## src/hw/rtl/sird_pkg.sv

```systemverilog
`timescale 1ns / 1ps
// sird_pkg: shared types and constants for the signed integer to radix digits block
// no dependencies; used by the divider, the top level and the checker

package sird_pkg;

    // data path
    localparam int DATA_W       = 32;
    localparam int CHAR_W       = 8;
    localparam int DIGIT_W      = 6;
    localparam int RADIX_W      = 6;
    localparam int MAX_DIGITS   = 32;
    localparam int DIGIT_IDX_W  = $clog2(MAX_DIGITS);
    localparam int COUNT_W      = DIGIT_IDX_W + 1;

    // default upper bound on the radix (2..48)
    localparam int MAX_RADIX_DEFAULT = 32;

    // iterative divider: quotient bits retired per cycle
    localparam int DIV_BITS_PER_CYCLE = 4;
    localparam int DIV_CYCLES         = DATA_W / DIV_BITS_PER_CYCLE;
    localparam int DIV_CNT_W          = $clog2(DIV_CYCLES);

    // character codes
    localparam logic [CHAR_W-1:0] CHAR_PLUS     = 8'h2B;
    localparam logic [CHAR_W-1:0] CHAR_MINUS    = 8'h2D;
    localparam logic [CHAR_W-1:0] CHAR_NONE     = 8'h00;
    localparam logic [CHAR_W-1:0] SYM_BELOW_MIN = 8'd32;
    localparam logic [CHAR_W-1:0] SYM_ABOVE_MAX = 8'd127;

    // configuration port
    localparam int APB_ADDR_W = 6;
    localparam int APB_DATA_W = 64;
    localparam int REG_IDX_W  = 3;
    localparam int NUM_ALPHA_WORDS = 6;
    localparam logic [REG_IDX_W-1:0] REG_RADIX_SIZE = 3'd0;
    localparam logic [REG_IDX_W-1:0] REG_ALPHABET_0 = 3'd1;

    typedef enum logic [2:0] {
        ST_IDLE,
        ST_CHECK,
        ST_SIGN,
        ST_DIV_START,
        ST_DIV_WAIT,
        ST_EMIT,
        ST_ERROR
    } state_t;

endpackage

```

## src/hw/rtl/sird_divider.sv

```systemverilog
`timescale 1ns / 1ps
// sird_divider: iterative restoring divider, 32-bit dividend by a 6-bit divisor
// depends on sird_pkg; retires DIV_BITS_PER_CYCLE quotient bits per cycle

module sird_divider (
    input  logic                             aclk,
    input  logic                             aresetn,
    input  logic                             start,
    input  logic [sird_pkg::DATA_W-1:0]      dividend,
    input  logic [sird_pkg::RADIX_W-1:0]     divisor,
    output logic                             done,
    output logic [sird_pkg::DATA_W-1:0]      quotient,
    output logic [sird_pkg::DIGIT_W-1:0]     remainder
);

    logic [sird_pkg::DATA_W-1:0]    work_reg, work_next;
    logic [sird_pkg::DIGIT_W-1:0]   rem_reg, rem_next;
    logic [sird_pkg::RADIX_W-1:0]   div_reg;
    logic [sird_pkg::DIV_CNT_W-1:0] cnt_reg;
    logic                           busy_reg;
    logic                           done_reg;

    // DIV_BITS_PER_CYCLE restoring steps on the narrow remainder
    always_comb begin
        logic [sird_pkg::DIGIT_W:0] shifted;
        work_next = work_reg;
        rem_next  = rem_reg;
        for (int i = 0; i < sird_pkg::DIV_BITS_PER_CYCLE; i++) begin
            shifted   = {rem_next, work_next[sird_pkg::DATA_W-1]};
            work_next = {work_next[sird_pkg::DATA_W-2:0], 1'b0};
            if (shifted >= {1'b0, div_reg}) begin
                rem_next     = sird_pkg::DIGIT_W'(shifted - {1'b0, div_reg});
                work_next[0] = 1'b1;
            end else begin
                rem_next = shifted[sird_pkg::DIGIT_W-1:0];
            end
        end
    end

    always_ff @(posedge aclk) begin
        if (!aresetn) begin
            busy_reg <= 1'b0;
            done_reg <= 1'b0;
            cnt_reg  <= '0;
        end else begin
            done_reg <= 1'b0;
            if (start) begin
                busy_reg <= 1'b1;
                cnt_reg  <= '0;
            end else if (busy_reg) begin
                cnt_reg <= cnt_reg + 1'b1;
                if (cnt_reg == sird_pkg::DIV_CNT_W'(sird_pkg::DIV_CYCLES - 1)) begin
                    busy_reg <= 1'b0;
                    done_reg <= 1'b1;
                end
            end
        end
    end

    always_ff @(posedge aclk) begin
        if (start) begin
            work_reg <= dividend;
            rem_reg  <= '0;
            div_reg  <= divisor;
        end else if (busy_reg) begin
            work_reg <= work_next;
            rem_reg  <= rem_next;
        end
    end

    assign done      = done_reg;
    assign quotient  = work_reg;
    assign remainder = rem_reg;

endmodule

```

## src/hw/rtl/signed_integer_to_radix_digits.sv

```systemverilog
`timescale 1ns / 1ps
// signed_integer_to_radix_digits: signed 32-bit number to text in a configured radix
// depends on sird_pkg and sird_divider
//
// usage
//   s_ channel takes one item, a signed 32-bit number in s_tdata
//   m_ channel gives one item per character: m_tdata holds the character,
//   m_tlast marks the last character of a number, m_tuser flags a bad alphabet
//   (then a single item with m_tdata zero and m_tlast high)
//   characters come most significant digit first, led by '-' for negatives
//   the APB port holds the radix (register 0) and six 64-bit alphabet words,
//   eight symbols each, at byte addresses 8*i; write only while idle
// timing
//   s_tready is high only in the idle state; one number is worked at a time
//   alphabet check: one symbol per cycle, done once after any
//   register write and then cached for later numbers
//   digits: each comes from the shared iterative divider, which
//   retires 4 quotient bits per cycle; emission one character per cycle
//   while the m_ side is not stalled
// reset and stall
//   aresetn clears the control and configuration registers, the radix to 0
//   (an invalid alphabet)
//   a stalled m_ side holds the pending character in the output register;
//   the sequencer waits, nothing is dropped

module signed_integer_to_radix_digits #(
    parameter int MAX_RADIX = sird_pkg::MAX_RADIX_DEFAULT
) (
    input  logic                               aclk,
    input  logic                               aresetn,
    // input item channel
    input  logic                               s_tvalid,
    output logic                               s_tready,
    input  logic signed [sird_pkg::DATA_W-1:0] s_tdata,   // [31:0] value
    // result item channel
    output logic                               m_tvalid,
    input  logic                               m_tready,
    output logic [sird_pkg::CHAR_W-1:0]        m_tdata,   // [7:0] char_out
    output logic                               m_tlast,   // last_char
    output logic                               m_tuser,   // [0] bad_alphabet
    // configuration port
    input  logic                               psel,
    input  logic                               penable,
    input  logic                               pwrite,
    input  logic [sird_pkg::APB_ADDR_W-1:0]    paddr,
    input  logic [sird_pkg::APB_DATA_W-1:0]    pwdata,
    output logic [sird_pkg::APB_DATA_W-1:0]    prdata,
    output logic                               pready
);

    // only the alphabet words the radix bound can reach feed the lookup
    localparam int NUM_WORDS   = (MAX_RADIX + 7) / 8;
    localparam int ALPHA_BYTES = NUM_WORDS * 8;
    localparam int SYM_IDX_W   = $clog2(ALPHA_BYTES);

    // configuration registers
    logic [sird_pkg::RADIX_W-1:0]    radix_reg;
    logic [sird_pkg::APB_DATA_W-1:0] alpha_reg [sird_pkg::NUM_ALPHA_WORDS];
    logic [sird_pkg::REG_IDX_W-1:0]  cfg_idx;
    logic                            cfg_wr;

    // sequencer and data path
    sird_pkg::state_t                state_reg, state_next;
    logic                            neg_reg, neg_next;
    logic [sird_pkg::DATA_W-1:0]     mag_reg, mag_next;
    logic [sird_pkg::COUNT_W-1:0]    count_reg, count_next;
    logic [sird_pkg::RADIX_W-1:0]    idx_reg, idx_next;
    logic [127:0]                    seen_reg, seen_next;
    logic                            known_reg, known_next;
    logic                            ok_reg, ok_next;
    logic [sird_pkg::DIGIT_W-1:0]    stack_mem [sird_pkg::MAX_DIGITS];
    logic                            stack_we;

    // output register
    logic                            out_valid_reg, out_valid_next;
    logic [sird_pkg::CHAR_W-1:0]     out_char_reg, out_char_next;
    logic                            out_last_reg, out_last_next;
    logic                            out_bad_reg, out_bad_next;
    logic                            slot_free;

    // divider
    logic                            div_start;
    logic                            div_done;
    logic [sird_pkg::DATA_W-1:0]     div_quo;
    logic [sird_pkg::DIGIT_W-1:0]    div_rem;

    // symbol lookup, shared by the check and the emission
    logic [sird_pkg::CHAR_W-1:0]     alpha_bytes [ALPHA_BYTES];
    logic [sird_pkg::COUNT_W-1:0]    count_m1;
    logic [sird_pkg::RADIX_W-1:0]    sym_sel;
    logic [sird_pkg::CHAR_W-1:0]     sym;
    logic                            sym_bad;
    logic                            radix_ok;
    logic [sird_pkg::DATA_W-1:0]     in_value;

    // ---------------- configuration port ----------------
    assign pready  = 1'b1;
    assign cfg_idx = paddr[sird_pkg::APB_ADDR_W-1:sird_pkg::APB_ADDR_W-sird_pkg::REG_IDX_W];
    assign cfg_wr  = psel && penable && pwrite && pready;

    always_ff @(posedge aclk) begin
        if (!aresetn) begin
            radix_reg <= '0;
            for (int w = 0; w < sird_pkg::NUM_ALPHA_WORDS; w++) begin
                alpha_reg[w] <= '0;
            end
        end else if (cfg_wr) begin
            if (cfg_idx == sird_pkg::REG_RADIX_SIZE) begin
                radix_reg <= pwdata[sird_pkg::RADIX_W-1:0];
            end
            for (int w = 0; w < sird_pkg::NUM_ALPHA_WORDS; w++) begin
                if (cfg_idx == sird_pkg::REG_IDX_W'(int'(sird_pkg::REG_ALPHABET_0) + w)) begin
                    alpha_reg[w] <= pwdata;
                end
            end
        end
    end

    // index past the register list reads as zero
    always_comb begin
        prdata = '0;
        if (cfg_idx == sird_pkg::REG_RADIX_SIZE) begin
            prdata = sird_pkg::APB_DATA_W'(radix_reg);
        end
        for (int w = 0; w < sird_pkg::NUM_ALPHA_WORDS; w++) begin
            if (cfg_idx == sird_pkg::REG_IDX_W'(int'(sird_pkg::REG_ALPHABET_0) + w)) begin
                prdata = alpha_reg[w];
            end
        end
    end

    // ---------------- symbol lookup ----------------
    always_comb begin
        for (int w = 0; w < NUM_WORDS; w++) begin
            for (int b = 0; b < 8; b++) begin
                alpha_bytes[w*8 + b] = alpha_reg[w][8*b +: 8];
            end
        end
    end

    assign count_m1 = count_reg - 1'b1;
    // check walks the alphabet, emission pops the digit stack
    assign sym_sel  = (state_reg == sird_pkg::ST_CHECK) ? idx_reg
                                                        : stack_mem[count_m1[sird_pkg::DIGIT_IDX_W-1:0]];
    assign sym      = alpha_bytes[sym_sel[SYM_IDX_W-1:0]];

    // out of range, a sign, or already seen earlier in the alphabet
    assign sym_bad  = (sym == sird_pkg::CHAR_PLUS) || (sym == sird_pkg::CHAR_MINUS) ||
                      (sym <= sird_pkg::SYM_BELOW_MIN) || (sym >= sird_pkg::SYM_ABOVE_MAX) ||
                      seen_reg[sym[6:0]];

    assign radix_ok = (radix_reg >= sird_pkg::RADIX_W'(2)) &&
                      (radix_reg <= sird_pkg::RADIX_W'(MAX_RADIX));

    assign in_value = s_tdata;
    assign slot_free = !out_valid_reg || m_tready;

    // ---------------- sequencer ----------------
    always_comb begin
        state_next     = state_reg;
        neg_next       = neg_reg;
        mag_next       = mag_reg;
        count_next     = count_reg;
        idx_next       = idx_reg;
        seen_next      = seen_reg;
        known_next     = known_reg;
        ok_next        = ok_reg;
        stack_we       = 1'b0;
        div_start      = 1'b0;
        s_tready       = 1'b0;
        out_valid_next = out_valid_reg && !m_tready;
        out_char_next  = out_char_reg;
        out_last_next  = out_last_reg;
        out_bad_next   = out_bad_reg;

        case (state_reg)
            sird_pkg::ST_IDLE: begin
                s_tready = 1'b1;
                if (s_tvalid) begin
                    neg_next   = in_value[sird_pkg::DATA_W-1];
                    // two's complement magnitude, the most negative value stays 2^31
                    mag_next   = in_value[sird_pkg::DATA_W-1] ? (~in_value + 1'b1) : in_value;
                    count_next = '0;
                    if (known_reg) begin
                        if (!ok_reg) begin
                            state_next = sird_pkg::ST_ERROR;
                        end else if (in_value[sird_pkg::DATA_W-1]) begin
                            state_next = sird_pkg::ST_SIGN;
                        end else begin
                            state_next = sird_pkg::ST_DIV_START;
                        end
                    end else if (!radix_ok) begin
                        known_next = 1'b1;
                        ok_next    = 1'b0;
                        state_next = sird_pkg::ST_ERROR;
                    end else begin
                        idx_next   = '0;
                        seen_next  = '0;
                        state_next = sird_pkg::ST_CHECK;
                    end
                end
            end

            sird_pkg::ST_CHECK: begin
                if (sym_bad) begin
                    known_next = 1'b1;
                    ok_next    = 1'b0;
                    state_next = sird_pkg::ST_ERROR;
                end else begin
                    seen_next[sym[6:0]] = 1'b1;
                    idx_next            = idx_reg + 1'b1;
                    if (idx_reg == radix_reg - 1'b1) begin
                        known_next = 1'b1;
                        ok_next    = 1'b1;
                        state_next = neg_reg ? sird_pkg::ST_SIGN : sird_pkg::ST_DIV_START;
                    end
                end
            end

            sird_pkg::ST_SIGN: begin
                if (slot_free) begin
                    out_valid_next = 1'b1;
                    out_char_next  = sird_pkg::CHAR_MINUS;
                    out_last_next  = 1'b0;
                    out_bad_next   = 1'b0;
                    state_next     = sird_pkg::ST_DIV_START;
                end
            end

            sird_pkg::ST_DIV_START: begin
                div_start  = 1'b1;
                state_next = sird_pkg::ST_DIV_WAIT;
            end

            sird_pkg::ST_DIV_WAIT: begin
                if (div_done) begin
                    stack_we   = 1'b1;
                    mag_next   = div_quo;
                    count_next = count_reg + 1'b1;
                    if ((div_quo != '0) &&
                        (count_reg != sird_pkg::COUNT_W'(sird_pkg::MAX_DIGITS - 1))) begin
                        state_next = sird_pkg::ST_DIV_START;
                    end else begin
                        state_next = sird_pkg::ST_EMIT;
                    end
                end
            end

            sird_pkg::ST_EMIT: begin
                if (slot_free) begin
                    out_valid_next = 1'b1;
                    out_char_next  = sym;
                    out_last_next  = (count_m1 == '0);
                    out_bad_next   = 1'b0;
                    count_next     = count_m1;
                    if (count_m1 == '0) begin
                        state_next = sird_pkg::ST_IDLE;
                    end
                end
            end

            sird_pkg::ST_ERROR: begin
                if (slot_free) begin
                    out_valid_next = 1'b1;
                    out_char_next  = sird_pkg::CHAR_NONE;
                    out_last_next  = 1'b1;
                    out_bad_next   = 1'b1;
                    state_next     = sird_pkg::ST_IDLE;
                end
            end

            default: begin
                state_next = sird_pkg::ST_IDLE;
            end
        endcase

        // any register write invalidates the cached alphabet verdict
        if (cfg_wr) begin
            known_next = 1'b0;
        end
    end

    always_ff @(posedge aclk) begin
        if (!aresetn) begin
            state_reg     <= sird_pkg::ST_IDLE;
            count_reg     <= '0;
            idx_reg       <= '0;
            known_reg     <= 1'b0;
            ok_reg        <= 1'b0;
            out_valid_reg <= 1'b0;
        end else begin
            state_reg     <= state_next;
            count_reg     <= count_next;
            idx_reg       <= idx_next;
            known_reg     <= known_next;
            ok_reg        <= ok_next;
            out_valid_reg <= out_valid_next;
        end
    end

    always_ff @(posedge aclk) begin
        neg_reg      <= neg_next;
        mag_reg      <= mag_next;
        seen_reg     <= seen_next;
        out_char_reg <= out_char_next;
        out_last_reg <= out_last_next;
        out_bad_reg  <= out_bad_next;
        if (stack_we) begin
            stack_mem[count_reg[sird_pkg::DIGIT_IDX_W-1:0]] <= div_rem;
        end
    end

    // ---------------- shared divider ----------------
    sird_divider u_divider (
        .aclk      (aclk),
        .aresetn   (aresetn),
        .start     (div_start),
        .dividend  (mag_reg),
        .divisor   (radix_reg),
        .done      (div_done),
        .quotient  (div_quo),
        .remainder (div_rem)
    );

    assign m_tvalid = out_valid_reg;
    assign m_tdata  = out_char_reg;
    assign m_tlast  = out_last_reg;
    assign m_tuser  = out_bad_reg;

endmodule

```

## config.mk

```make
export PLATFORM = sky130hd
export DESIGN_NAME = signed_integer_to_radix_digits
export DESIGN_NICKNAME = d
export VERILOG_FILES = /design/src/hw/rtl/sird_pkg.sv /design/src/hw/rtl/sird_divider.sv /design/src/hw/rtl/signed_integer_to_radix_digits.sv
export SDC_FILE = /design/constraint.sdc
export NUM_CORES = 1
export LEC_CHECK = 0
export BUFFER_PORTS_ARGS = -buffer_cell sky130_fd_sc_hd__buf_2
export CELL_PAD_IN_SITES_DETAIL_PLACEMENT = 0
export CELL_PAD_IN_SITES_GLOBAL_PLACEMENT = 1
export CORE_UTILIZATION = 47
export CTS_BUF_LIST = sky130_fd_sc_hd__clkbuf_8
export CTS_CLUSTER_SIZE = 30
export DETAILED_ROUTE_END_ITERATION = 8
export HOLD_SLACK_MARGIN = 0.12
export PLACE_DENSITY_LB_ADDON = 0.1
export SETUP_SLACK_MARGIN = 0.4
export SLEW_MARGIN = 20
export SYNTH_ARGS = -nofsm -noshare
export SYNTH_HDL_FRONTEND = slang
export SYNTH_SLANG_ARGS = --single-unit
```

## constraint.sdc

```tcl
create_clock -name aclk -period 8.15 [get_ports aclk]
set_clock_uncertainty 0.15 [all_clocks]
set_input_delay 1.2225 -clock aclk [delete_from_list [all_inputs] [get_ports aclk]]
set_output_delay 1.2225 -clock aclk [all_outputs]
set_load 0.01 [all_outputs]
```

==> results.py <==
metrics = {
    "sta": {
        "hold_violations": 0,
        "max_freq_mhz": 133,
        "rsz0062_at_grt": "no",
        "final.period_utilization_pct": 92.5,
        "relSlewSlack_pct": 23.7,
        "fin_ws_ns": 0.613,
        "post-route-min-period_ns": 7.54,
        "tightest_slew_ns": 1.14,
        "finalMaxSlewViolations": 0,
        "setup-tns-final_ns": 0,
        "finalSetupViolations": 0,
    },
    "worst_setup_path": {
        "slowest_delay_ns": 0.72,
        "cp.arrival_ns": 7.89,
        "end_kind": "register",
        "cp_cell_sequence": "inv_1 -> ha_1 -> buf_4 -> buf_4 -> nor2b_1 -> a2111oi_2 -> a311oi_2 -> a221o_1 -> nor2_8 -> buf_4 -> mux2i_1 -> mux2_2 -> o221ai_1 -> o21a_1 -> buf_12 -> and2_1 -> a221o_1 -> o211a_1 -> o2111a_1 -> nor4_2 -> buf_12 -> nor2_4 -> a21o_4 -> buf_12",
        "crit_slowest_cell": "ha_1",
        "start_kind": "register",
        "critPathRequiredTime_ns": 8.50,
        "critical_path.max_fanout": 34,
        "crit_type": "reg -> reg",
    },
    "pwr": {
        "netSwitchingFraction_pct": 46.2,
        "p_sw_w": 0.00977,
        "p_per_area_nw_per_um2": 482,
        "pwr-share-comb_pct": 59.0,
        "finalPower_w": 0.0211,
        "irDropWorstVdd_mv": 0.453,
        "pwr-share-seq_pct": 25.7,
        "p_int_w": 0.0114,
        "leakagePower_nw": 16.3,
        "clkPwrFrac_pct": 15.3,
    },
    "placed_design": {
        "place.gp.congestion": 0.899,
        "place_inst": 4413,
        "dp_slack_ns": 0.318,
        "port_buffers": 181,
        "hpwl_um": 79100,
    },
    "grt": {
        "grt_pass1_vias": 27781,
        "grt_usage_pct": 28.6,
        "grt_start_max_net_pins": 97,
        "grt_antenna_before_repair": 16,
        "grt-ovfl-total": 0,
        "grt_pass1_wl_um": 181000,
    },
    "synthesis": {
        "avgSynthCellArea_sq_um": 11.9,
        "synth-seq-area-share_pct": 57.4,
        "synth_area_sq_um": 38900,
        "yosys.area.top_type": "edfxtp_1",
        "synth_nets": 3419,
        "ys_warn_count": 0,
        "ys_types": 106,
        "synthCells": 3271,
        "synth.area.top_cells": "edfxtp_1, and2_1, mux2i_1",
        "synth_most_common_cell": "edfxtp_1",
        "synth.ff_latch_count": 756,
        "yosys-top-cells-count": "edfxtp_1, and2_1, nor2_1, nand2_1, a21oi_1",
        "synth_edf_count": 721,
        "synth_top_area_share_pct": 55.6,
        "synthArstFlopShare_pct": 0,
        "synth_ff_type": "edfxtp_1",
    },
    "clock_tree": {
        "root_buffer": "clkbuf_8",
        "cts.sinks": 756,
        "cts_buffers": 136,
        "clkTransAtPathRegs_ns": 0.06,
        "cts_tree": "built",
        "cts_buffer_depth": 3,
        "cts_hold_buf": 0,
        "clk_latency_ns": 0.79,
        "cts_htree_levels": 4,
    },
    "drt": {
        "drcViolationCount": 0,
        "vias": 27942,
        "final_antenna_net_count": 0,
        "routed_wirelength_um": 122000,
        "first_pass_iters": 6,
        "drt-vias-per-instance": 6.00,
        "wl_per_cell_um": 26.1,
        "drt_iter0_drc": 2658,
    },
    "final_layout": {
        "area_delta_synth_final_pct": 12.6,
        "multi_input_area_sq_um": 15600,
        "regArea_sq_um": 22400,
        "n_fill_cell": 7229,
        "drive_gt1_share_pct": 19.1,
        "final_cells": 4660,
        "layout.nets": 3639,
        "largest_reg_flops": 384,
        "final_util_pct": 53.5,
    },
    "floorplanning": {
        "core_area_sq_um": 82000,
        "initial_core_util_pct": 47.5,
        "core.rowCount": 105,
        "die_h_um": 290,
        "chipWidth_um": 290,
        "dieArea_sq_um": 84000,
        "io_pins": 186,
    },
    "run_status": {
        "status": "completed",
    },
    "worst_hold_path": {
        "hold_class": "reg -> reg",
    },
    "run": {
        "max_cap_violations": 0,
    },
}
metal layers:
layer / part of all wire (%) / track usage [%] / up-vias
li1: - / - / 12588
met1: 42 / 39.4 / 13984
met2: 48 / 46.4 / 1148
met3: 7.1 / 4.62 / 214
met4: 2.8 / 9.03 / 8
met5: 0.035 / 0 / -
metrics by stage:
stage	area [sq um]	hold slack, ns
3_5_place_dp	41300	0.344
4_1_cts	43700	0.352
3_3_place_gp	41300	0.328
5_1_grt	43800	0.370
6_report	43800	0.358
2_1_floorplan	39000	0.256
kinds of logic (layout without fill, tap and decap cells):
family	count (synthesis)	in the layout	share of synthesized area [%]
and+or+nand+nor	1160	1160	15.1
other	1	8	0.00963
AOI/OAI and AO/OA	641	641	10.9
muxes	350	350	10.7
xor gates and xnor gates	55	55	1.26
buffers and inverters	269	581	3.26
adders and majority gates	39	39	1.33
DFF	756	756	57.4
placed cells by master (no fill, tap or decap), types with 32 or more instances in the layout:
cell	netlist	layout
o21ai_0	93	82
mux2i_1	214	212
mux2_2	91	90
and2_1	397	396
a221oi_1	61	61
a21oi_1	261	259
xor2_1	40	40
edfxtp_1	721	721
ha_1	35	34
nand2_1	281	279
dfxtp_1	35	32
buf_2	23	178
mux4_2	40	40
nor2_1	290	283
buf_4	14	119
clkbuf_8	0	140
inv_1	38	76
nand3_1	42	42
critical path: cells and delay by family, from the launching register on:
kind	cells	cell delay, ns
buffers and inverters	7	1.61
AOI/OAI and AO/OA	9	2.63
and+or+nand+nor	5	1.35
DFF	1	0.33
muxes	2	0.40
adders and majority gates	1	0.72
repair_timing:
action / CTS / global route
resized for setup: 5 / 16
endpoints found under the hold margin: 0 / 0
pin swaps: 1 / 6
buffers inserted: 1 / 9
endpoints found under the setup margin: 5 / 7
final timing paths:
path                              startpoint                      to  slack [ns]  cells after the start
worst max-delay path            count_reg[0]            seen_reg[84]        0.61                     24
worst min register to register   mag_reg[26]  u_divider.quotient[26]        0.36                      2
worst min-delay path             mag_reg[26]  u_divider.quotient[26]        0.36                      2
worst max register to register  count_reg[0]            seen_reg[84]        0.61                     24
power by group through the flow:
| stage | Clock (W) | Combinational, W | Sequential (W) |
|---|---|---|---|
| 4_1_cts | 0.00329 | 0.0121 | 0.00543 |
| 3_3_place_gp | 0 | 0.0119 | 0.00548 |
| 6_report | 0.00323 | 0.0125 | 0.00543 |
| 2_1_floorplan | 0 | 0.00766 | 0.00549 |
| 5_1_grt | 0.00345 | 0.0132 | 0.00549 |
| 3_5_place_dp | 0 | 0.0120 | 0.00550 |
layout make-up:
class	count	area share, %
antenna	7	0.0400
clock buffer	140	4.39
clock inverter	90	1.01
inverter	40	0.342
multi-input combinational	2246	35.5
sequential	756	51.0
tap	1070	3.05
timing repair buffer	311	4.65
Note: power is estimated with default switching activity, not from simulation.
